[src/hw/rtl/msb_first_bit_reader_core_macros.svh]
// Assertion macros shared by the RTL. Both sample on clk_i and stay quiet in reset.
`ifndef MSB_FIRST_BIT_READER_CORE_MACROS_SVH
`define MSB_FIRST_BIT_READER_CORE_MACROS_SVH

// Same-cycle implication.
`define MSBBR_ASSERT_IMP(name, ante, cons, msg) \
  name: assert property (@(posedge clk_i) disable iff (!rst_ni) (ante) |-> (cons)) \
    else $error(msg);

// Next-cycle implication.
`define MSBBR_ASSERT_NXT(name, ante, cons, msg) \
  name: assert property (@(posedge clk_i) disable iff (!rst_ni) (ante) |=> (cons)) \
    else $error(msg);

`endif

[src/hw/rtl/msbbr_pkg.sv]
package msbbr_pkg;

  typedef enum logic [2:0] {
    OP_PUSH       = 3'd0,
    OP_READ       = 3'd1,
    OP_PEEK       = 3'd2,
    OP_SKIP       = 3'd3,
    OP_ALIGN_READ = 3'd4,
    OP_BYTE_SKIP  = 3'd5
  } op_e;

  typedef enum logic [1:0] {
    ST_OK       = 2'd0,
    ST_SHORT    = 2'd1,
    ST_FULL     = 2'd2,
    ST_BAD_SIZE = 2'd3
  } status_e;

  typedef struct packed {
    logic [2:0]  op;
    logic [7:0]  byte_in;
    logic [31:0] bit_count;
    logic [31:0] byte_count;
    logic        little_endian;
  } in_item_t;

  typedef struct packed {
    logic [63:0] value;
    logic [1:0]  status;
    logic [6:0]  bits_available;
  } out_item_t;

endpackage

[src/hw/rtl/msbbr_chan_if.sv]
interface msbbr_chan_if import msbbr_pkg::*; #(
  parameter type payload_t = in_item_t
) ();
  logic     valid;
  logic     ready;
  payload_t data;

  modport source (output valid, output data, input ready);
  modport sink (input valid, input data, output ready);
endinterface

[src/hw/rtl/msb_first_bit_reader_core.sv]
// MSB-first bitstream reader. Each request transaction on in_i (push a byte, read, peek or
// skip bits, byte-aligned read of 1..8 bytes, or byte skip) yields exactly one result
// transaction on out_o with the value, a status and the bits held afterwards. A request
// is registered, then resolved by barrel shifts of the WINDOW_BITS window that update
// the window, its fill count and the pending-skip count at the same edge as the result
// register. One request is taken every cycle unless out_o stalls; a request waits in
// item_q and its result in res_q, and out_o stalls hold both stages without loss.
`include "msb_first_bit_reader_core_macros.svh"

module msb_first_bit_reader_core import msbbr_pkg::*; #(
  parameter int WINDOW_BITS = 64
) (
  input  logic         clk_i,
  input  logic         rst_ni,
  msbbr_chan_if.sink   in_i,
  msbbr_chan_if.source out_o
);

  localparam int HELD_W     = $clog2(WINDOW_BITS + 1);
  localparam int PUSH_LIMIT = WINDOW_BITS - 8;
  localparam int MAX_BYTES  = (WINDOW_BITS / 8 < 8) ? WINDOW_BITS / 8 : 8;
  localparam logic [HELD_W-1:0] WIN_H  = HELD_W'(WINDOW_BITS);
  localparam logic [HELD_W-1:0] PUSH_H = HELD_W'(PUSH_LIMIT);

  logic [WINDOW_BITS-1:0] window_q, window_d;
  logic [HELD_W-1:0]      held_q, held_d;
  logic [31:0]            pend_q, pend_d;

  in_item_t  item_q;
  logic      item_vld_q;
  out_item_t res_q, res_d;
  logic      res_vld_q;
  logic      res_free, fire;

  assign res_free    = !res_vld_q || out_o.ready;
  assign fire        = item_vld_q && res_free;
  assign in_i.ready  = !item_vld_q || fire;
  assign out_o.valid = res_vld_q;
  assign out_o.data  = res_q;

  logic [31:0]            nb, bc, held32, from32, rest;
  logic [HELD_W-1:0]      nb_h, rem_h, held_al, abits_h, avail, from_h, bs_drop;
  logic [WINDOW_BITS-1:0] peek_v, w_al, ar_v, kept_w;
  logic [63:0]            ar64, swp;
  logic [32:0]            skip_tot, pend_r;
  logic [35:0]            bs_tot;
  logic [7:0]             kept;
  logic [2:0]             sh;

  always_comb begin
    nb      = item_q.bit_count;
    bc      = item_q.byte_count;
    held32  = 32'(held_q);
    nb_h    = nb[HELD_W-1:0];
    rem_h   = HELD_W'(held_q[2:0]);
    held_al = held_q - rem_h;
    peek_v  = window_q >> (WIN_H - nb_h);

    abits_h = HELD_W'({bc[3:0], 3'b000});
    w_al    = window_q << rem_h;
    ar_v    = w_al >> (WIN_H - abits_h);
    ar64    = 64'(ar_v);
    swp     = '0;
    for (int i = 0; i < 8; i++) begin
      sh = 3'(bc[3:0] - 4'd1 - 4'(i));
      if (4'(i) < bc[3:0]) begin
        swp[8*i +: 8] = ar64[{sh, 3'b000} +: 8];
      end
    end

    skip_tot = {1'b0, pend_q} + {1'b0, nb - held32};

    avail   = held_q >> 3;
    from32  = (bc < 32'(avail)) ? bc : 32'(avail);
    rest    = bc - from32;
    pend_r  = (pend_q == '0) ? 33'd0 : (({1'b0, pend_q} + 33'd7) & ~33'd7);
    bs_tot  = 36'(pend_r) + {1'b0, rest, 3'b000};
    from_h  = HELD_W'({from32[3:0], 3'b000});
    bs_drop = rem_h + from_h;

    kept    = item_q.byte_in << pend_q[2:0];
    kept_w  = WINDOW_BITS'(kept) << (PUSH_H - held_q);

    window_d = window_q;
    held_d   = held_q;
    pend_d   = pend_q;
    res_d.value  = '0;
    res_d.status = ST_OK;

    case (item_q.op)
      OP_PUSH: begin
        if (held_q > PUSH_H) begin
          res_d.status = ST_FULL;
        end else if (pend_q >= 32'd8) begin
          pend_d = pend_q - 32'd8;
        end else begin
          window_d = window_q | kept_w;
          held_d   = held_q + HELD_W'(4'd8 - 4'(pend_q[2:0]));
          pend_d   = '0;
        end
      end
      OP_READ, OP_PEEK: begin
        if (nb > 32'(WINDOW_BITS)) begin
          res_d.status = ST_BAD_SIZE;
        end else if (nb > held32) begin
          res_d.status = ST_SHORT;
        end else begin
          res_d.value = 64'(peek_v);
          if (item_q.op == OP_READ) begin
            window_d = window_q << nb_h;
            held_d   = held_q - nb_h;
          end
        end
      end
      OP_SKIP: begin
        if (nb <= held32) begin
          window_d = window_q << nb_h;
          held_d   = held_q - nb_h;
        end else if (skip_tot[32]) begin
          res_d.status = ST_BAD_SIZE;
        end else begin
          pend_d   = skip_tot[31:0];
          window_d = '0;
          held_d   = '0;
        end
      end
      OP_ALIGN_READ: begin
        if (bc == '0 || bc > 32'(MAX_BYTES)) begin
          res_d.status = ST_BAD_SIZE;
        end else if (pend_q != '0 || abits_h > held_al) begin
          res_d.status = ST_SHORT;
        end else begin
          window_d    = w_al << abits_h;
          held_d      = held_al - abits_h;
          res_d.value = item_q.little_endian ? swp : ar64;
        end
      end
      OP_BYTE_SKIP: begin
        if (bs_tot[35:32] != 4'd0) begin
          res_d.status = ST_BAD_SIZE;
        end else begin
          window_d = window_q << bs_drop;
          held_d   = held_q - bs_drop;
          pend_d   = bs_tot[31:0];
        end
      end
      default: begin
        res_d.status = ST_BAD_SIZE;
      end
    endcase

    res_d.bits_available = 7'(held_d);
  end

  always_ff @(posedge clk_i or negedge rst_ni) begin
    if (!rst_ni) begin
      item_vld_q <= 1'b0;
      res_vld_q  <= 1'b0;
      window_q   <= '0;
      held_q     <= '0;
      pend_q     <= '0;
    end else begin
      if (in_i.ready) begin
        item_vld_q <= in_i.valid;
      end
      if (res_free) begin
        res_vld_q <= fire;
      end
      if (fire) begin
        window_q <= window_d;
        held_q   <= held_d;
        pend_q   <= pend_d;
      end
    end
  end

  always_ff @(posedge clk_i) begin
    if (in_i.valid && in_i.ready) begin
      item_q <= in_i.data;
    end
    if (fire) begin
      res_q <= res_d;
    end
  end

  `MSBBR_ASSERT_IMP(a_held_range, 1'b1, held_q <= WIN_H, "fill count above window size")
  `MSBBR_ASSERT_IMP(a_pend_empty, pend_q != '0, held_q == '0 && window_q == '0,
                    "pending skip with bits held")
  `MSBBR_ASSERT_IMP(a_unused_zero, 1'b1, (window_q << held_q) == '0,
                    "bits below the fill count not zero")
  `MSBBR_ASSERT_IMP(a_err_value, res_vld_q && res_q.status != ST_OK, res_q.value == '0,
                    "nonzero value on error status")
  `MSBBR_ASSERT_NXT(a_err_hold, fire && res_d.status != ST_OK,
                    $stable(window_q) && $stable(held_q) && $stable(pend_q),
                    "state changed on error status")

endmodule
[src/flat_wrapper.sv]
// flat-port wrapper written by rule: the top's interface ports become plain ports
module msb_first_bit_reader_core_flat import msbbr_pkg::*;
#(
  parameter int WINDOW_BITS = 64
)
  (clk_i, rst_ni, in_i_valid, in_i_data, in_i_ready, out_o_valid, out_o_data, out_o_ready);
  msbbr_chan_if in_i_i ();
  msbbr_chan_if out_o_i ();
  input  logic clk_i;
  input  logic rst_ni;
  input wire logic [$bits(in_i_i.valid)-1:0] in_i_valid;
  input wire logic [$bits(in_i_i.data)-1:0] in_i_data;
  output wire logic [$bits(in_i_i.ready)-1:0] in_i_ready;
  output wire logic [$bits(out_o_i.valid)-1:0] out_o_valid;
  output wire logic [$bits(out_o_i.data)-1:0] out_o_data;
  input wire logic [$bits(out_o_i.ready)-1:0] out_o_ready;
  assign in_i_i.valid = in_i_valid;
  assign in_i_i.data = in_i_data;
  assign in_i_ready = in_i_i.ready;
  assign out_o_valid = out_o_i.valid;
  assign out_o_data = out_o_i.data;
  assign out_o_i.ready = out_o_ready;
  msb_first_bit_reader_core #(.WINDOW_BITS(WINDOW_BITS)) u_core (.clk_i(clk_i), .rst_ni(rst_ni), .in_i(in_i_i), .out_o(out_o_i));
endmodule
[config.mk]
export PLATFORM = sky130hd
export DESIGN_NAME = msb_first_bit_reader_core_flat
export DESIGN_NICKNAME = d
export VERILOG_FILES = /design/src/hw/rtl/msbbr_pkg.sv /design/src/hw/rtl/msbbr_chan_if.sv /design/src/hw/rtl/msb_first_bit_reader_core.sv /design/src/flat_wrapper.sv
export VERILOG_INCLUDE_DIRS = /design/src /design/src/hw/rtl
export SDC_FILE = /design/constraint.sdc
export NUM_CORES = 2
export LEC_CHECK = 0
export BUFFER_PORTS_ARGS = -buffer_cell sky130_fd_sc_hd__buf_2
export CORE_UTILIZATION = 45
export CTS_CLUSTER_DIAMETER = 30
export DETAILED_ROUTE_END_ITERATION = 6
export GPL_TIMING_DRIVEN = 0
export PLACE_DENSITY = 0.62
export SYNTH_ARGS = -nofsm -noshare
export SYNTH_HDL_FRONTEND = slang
export SYNTH_SLANG_ARGS = --single-unit
[constraint.sdc]
create_clock -name clk_i -period 12.5 [get_ports clk_i]
set_clock_uncertainty 0.1 [all_clocks]
set_input_delay 0.625 -clock clk_i [delete_from_list [all_inputs] [get_ports clk_i]]
set_output_delay 0.625 -clock clk_i [all_outputs]
set_load 0.02 [all_outputs]
==> impl_metrics.json <==
{
  "hp-start": "in_i_data[36]",
  "cp-end-kind": "flip-flop",
  "dpl.hpwl_mm": 168,
  "grt_first_pass_wirelength_mm": 299,
  "hold_end": "u_core.nb[3]$_DFFE_PP_",
  "antenna_left": 0,
  "crit_type": "reg -> reg",
  "met2_usage": 0.735,
  "timing.final.crit_share": 0.987,
  "track_usage": 0.542,
  "crit_path_top_delay_cell": "nor4_4",
  "synthTopCellsByArea": "edfxtp_1 (13%), mux4_2 (10%), dfrtp_1 (7.6%), mux2i_1 (7.0%), nand2_1 (6.6%)",
  "finalSetupViolations": 0,
  "cp_max_fo": 19,
  "drt_iter0_drc": 7938,
  "io_buffers": 154,
  "worst_slew_pin_slew_ns": 1.64,
  "reg2regPathDepth": 36,
  "syn_area_um2": 34700,
  "grt_pass1_vias": 39200,
  "syn_area_per_cell_um2": 7.87,
  "cts_buffers": 67,
  "final_max_slew_viol_count": 35,
  "grt-ovfl-total": 0,
  "synthXorXnorAreaFrac": 0.0432,
  "power_density_nw_per_um2": 236,
  "clk_latency_ns": 0.62,
  "busiest_layer": "met2",
  "rsz0062_at_grt": "no",
  "num_rows": 101,
  "synth_ff_type": "edfxtp_1",
  "synth_area_leader_cell": "edfxtp_1",
  "io_pins": 158,
  "synthMuxAreaShare": 0.207,
  "use_met3": 0.271,
  "worstPathArrival_ns": 12.67,
  "wire_per_inst_um": 38.2,
  "antenna_found_initial": 13,
  "rr_startpoint": "u_core.bc[0]$_DFFE_PP_",
  "hold_viol": 0,
  "root_buffer": "clkbuf_16",
  "required_ns": 12.82,
  "synth-edff-count": 149,
  "cts_buffer_depth": 3,
  "floorplan.die.height_um": 280,
  "place_area_um2": 37000,
  "r2r_setup_slack_ns": 0.16,
  "fin_hold_ws_ns": 0.0756,
  "power_mw": 9.29,
  "max_freq_mhz": 81.0,
  "start_kind": "flip-flop",
  "final_core_util": 0.518,
  "min_period_ns": 12.34,
  "wl_mm": 219,
  "synth.distinct_cells": 92,
  "synth-async-reset-ratio": 0.413,
  "start_util": 0.456,
  "outcome": "finished, violations left",
  "relSlewSlack": -0.106,
  "cts_num_sinks": 254,
  "synth_compound_area_frac": 0.262,
  "drive_above_1_share": 0.136,
  "synth.top_cell.area_share": 0.129,
  "areaGrowthSynthToFinish_pct": 13.5,
  "htree_levels": 3,
  "ys_ff_latch": 254,
  "violations": "DRC, capacitance limit, slew limit",
  "first_pass_iters": 7,
  "syn-instance-count": 4406,
  "hold_class": "in -> reg",
  "vias_per_cell": 7.50,
  "nets": 4833,
  "yosys.area_share.simple": 0.186,
  "met1_usage": 0.663,
  "synth_top_family_by_area": "compound AO/OA/AOI/OAI gates",
  "synth_fa_ha_area_frac": 0.0405,
  "place.gp.congestion": 1.23,
  "drc": 18,
  "cts_tree": "built",
  "vias": 43000,
  "drv_cap": 8,
  "tns_ns": 0,
  "yosysSeqAreaShare": 0.205,
  "ys_warn_count": 0,
  "core_um2": 76100,
  "critical_path.reg2reg.endpoint": "u_core.window_q[38]$_DFFE_PN0P_",
  "p_leak_nw": 15.0,
  "die_w_um": 280,
  "stdcell_area_um2": 39400,
  "die-area_um2": 78200,
  "critical_path.max_stage_delay_ns": 0.66,
  "hold_depth": 1,
  "path_clk_slew_ns": 0.05,
  "ir_drop_v": 0.000152,
  "grt_max_degree": 84
}
==> registers in the layout, indices dropped and copies added (netlist names) <==
signal / count
u_core.out_o.valid: 1
u_core.bc: 32
u_core.nb: 32
u_core.window_q: 64
u_core.held_q: 7
u_core.pend_q: 32
u_core.out_o.data: 73
u_core.item_q: 12
u_core.item_vld_q: 1
==> worst max-delay path by stage <==
stage                                       from                         endpoint  slack [ns]  cells past startpoint
final                     u_core.bc[0]$_DFFE_PP_  u_core.window_q[38]$_DFFE_PN0P_        0.16                     36
after global routing      u_core.bc[0]$_DFFE_PP_  u_core.window_q[38]$_DFFE_PN0P_        0.02                     37
after floorplan           u_core.bc[0]$_DFFE_PP_    u_core.pend_q[18]$_DFFE_PN0P_        3.19                     38
after CTS                 u_core.bc[0]$_DFFE_PP_  u_core.window_q[38]$_DFFE_PN0P_        0.11                     37
after detailed placement  u_core.bc[0]$_DFFE_PP_  u_core.window_q[38]$_DFFE_PN0P_       -1.33                     36
after global placement    u_core.bc[0]$_DFFE_PP_  u_core.window_q[38]$_DFFE_PN0P_       -1.97                     36
==> per-stage QoR <==
stage          worst slack [ns]  std cells
3_5_place_dp              -1.33       5603
6_report                  0.158       5730
4_1_cts                   0.112       5724
3_3_place_gp              -1.97       5592
2_1_floorplan              3.19       4408
5_1_grt                  0.0232       5726
==> per-layer routing <==
| metal | vias up | share of wire |
|---|---|---|
| met5 | - | 0.0020 |
| met4 | 22 | 0.087 |
| met2 | 4297 | 0.39 |
| met1 | 20500 | 0.36 |
| li1 | 17100 | - |
| met3 | 1045 | 0.17 |
==> logic make-up (layout without fill, tap and decap cells) <==
logic type               Yosys count  count (layout)
multiplexers                     506             506
other                              1               7
buffers and inverters            490             778
adder cells (fa/ha/maj)          108             108
flip-flops                       254             254
AO/OA/AOI/OAI                   1417            1417
AND/OR/NAND/NOR                 1459            1459
XOR/XNOR                         171             171
==> power breakdown <==
group	internal, mW	switching, mW	total, mW
Clock	1.18	0.595	1.78
Combinational	1.84	4.34	6.18
Sequential	1.07	0.255	1.33
==> synth_stat cells, drive strengths merged (58+ instances only) <==
cell type,count
o22ai,99
inv,85
nor2,431
a21oi,352
o21ai,358
nand3,87
dfrtp,105
mux2i,244
xnor2,113
mux2,102
edfxtp,149
ha,101
nand2,608
nor3,91
xor2,58
o211ai,61
buf,97
clkbuf,303
mux4,160
==> cell type report <==
type	count	area [um^2]
diodes	4	10.0
clock buffers	74	1750
inverters	90	340
multi-input cells	3664	25700
fillers	7407	36700
plain buffers	399	1590
well taps	1030	1290
flip-flops and latches	254	7100
repair buffers	169	991
clock inverters	46	573
==> what timing repair did <==
item                                    in CTS  in global routing
cloned                                       0                  0
gates resized for setup                      6                  6
endpoints found under the setup margin     112                104
hold endpoints to repair                    22                  0
buffers inserted                             0                  0
hold buffers                                 1                  0
==> cells in the final DEF (no fill, tap or decap), types with 81 or more instances in the layout <==
cell type and count:
a21oi_1 352, buf_2 187, clkbuf_1 305, dfrtp_1 105
edfxtp_1 149, ha_1 101, inv_1 81, mux2_2 102
mux2i_1 237, mux4_2 160, nand2_1 608, nand3_1 87
nor2_1 429, nor3_1 88, o21ai_0 349, o22ai_1 99
xnor2_1 112
==> worst max-delay path, delay by kind of cell (launching register included) <==
family	cells	cell delay, ns
flip-flops	1	0.50
AND/OR/NAND/NOR	7	2.01
buffers and inverters	13	4.51
adder cells (fa/ha/maj)	4	1.31
AO/OA/AOI/OAI	10	2.90
XOR/XNOR	1	0.34
multiplexers	1	0.44
Power figures use the tool's default switching activity.
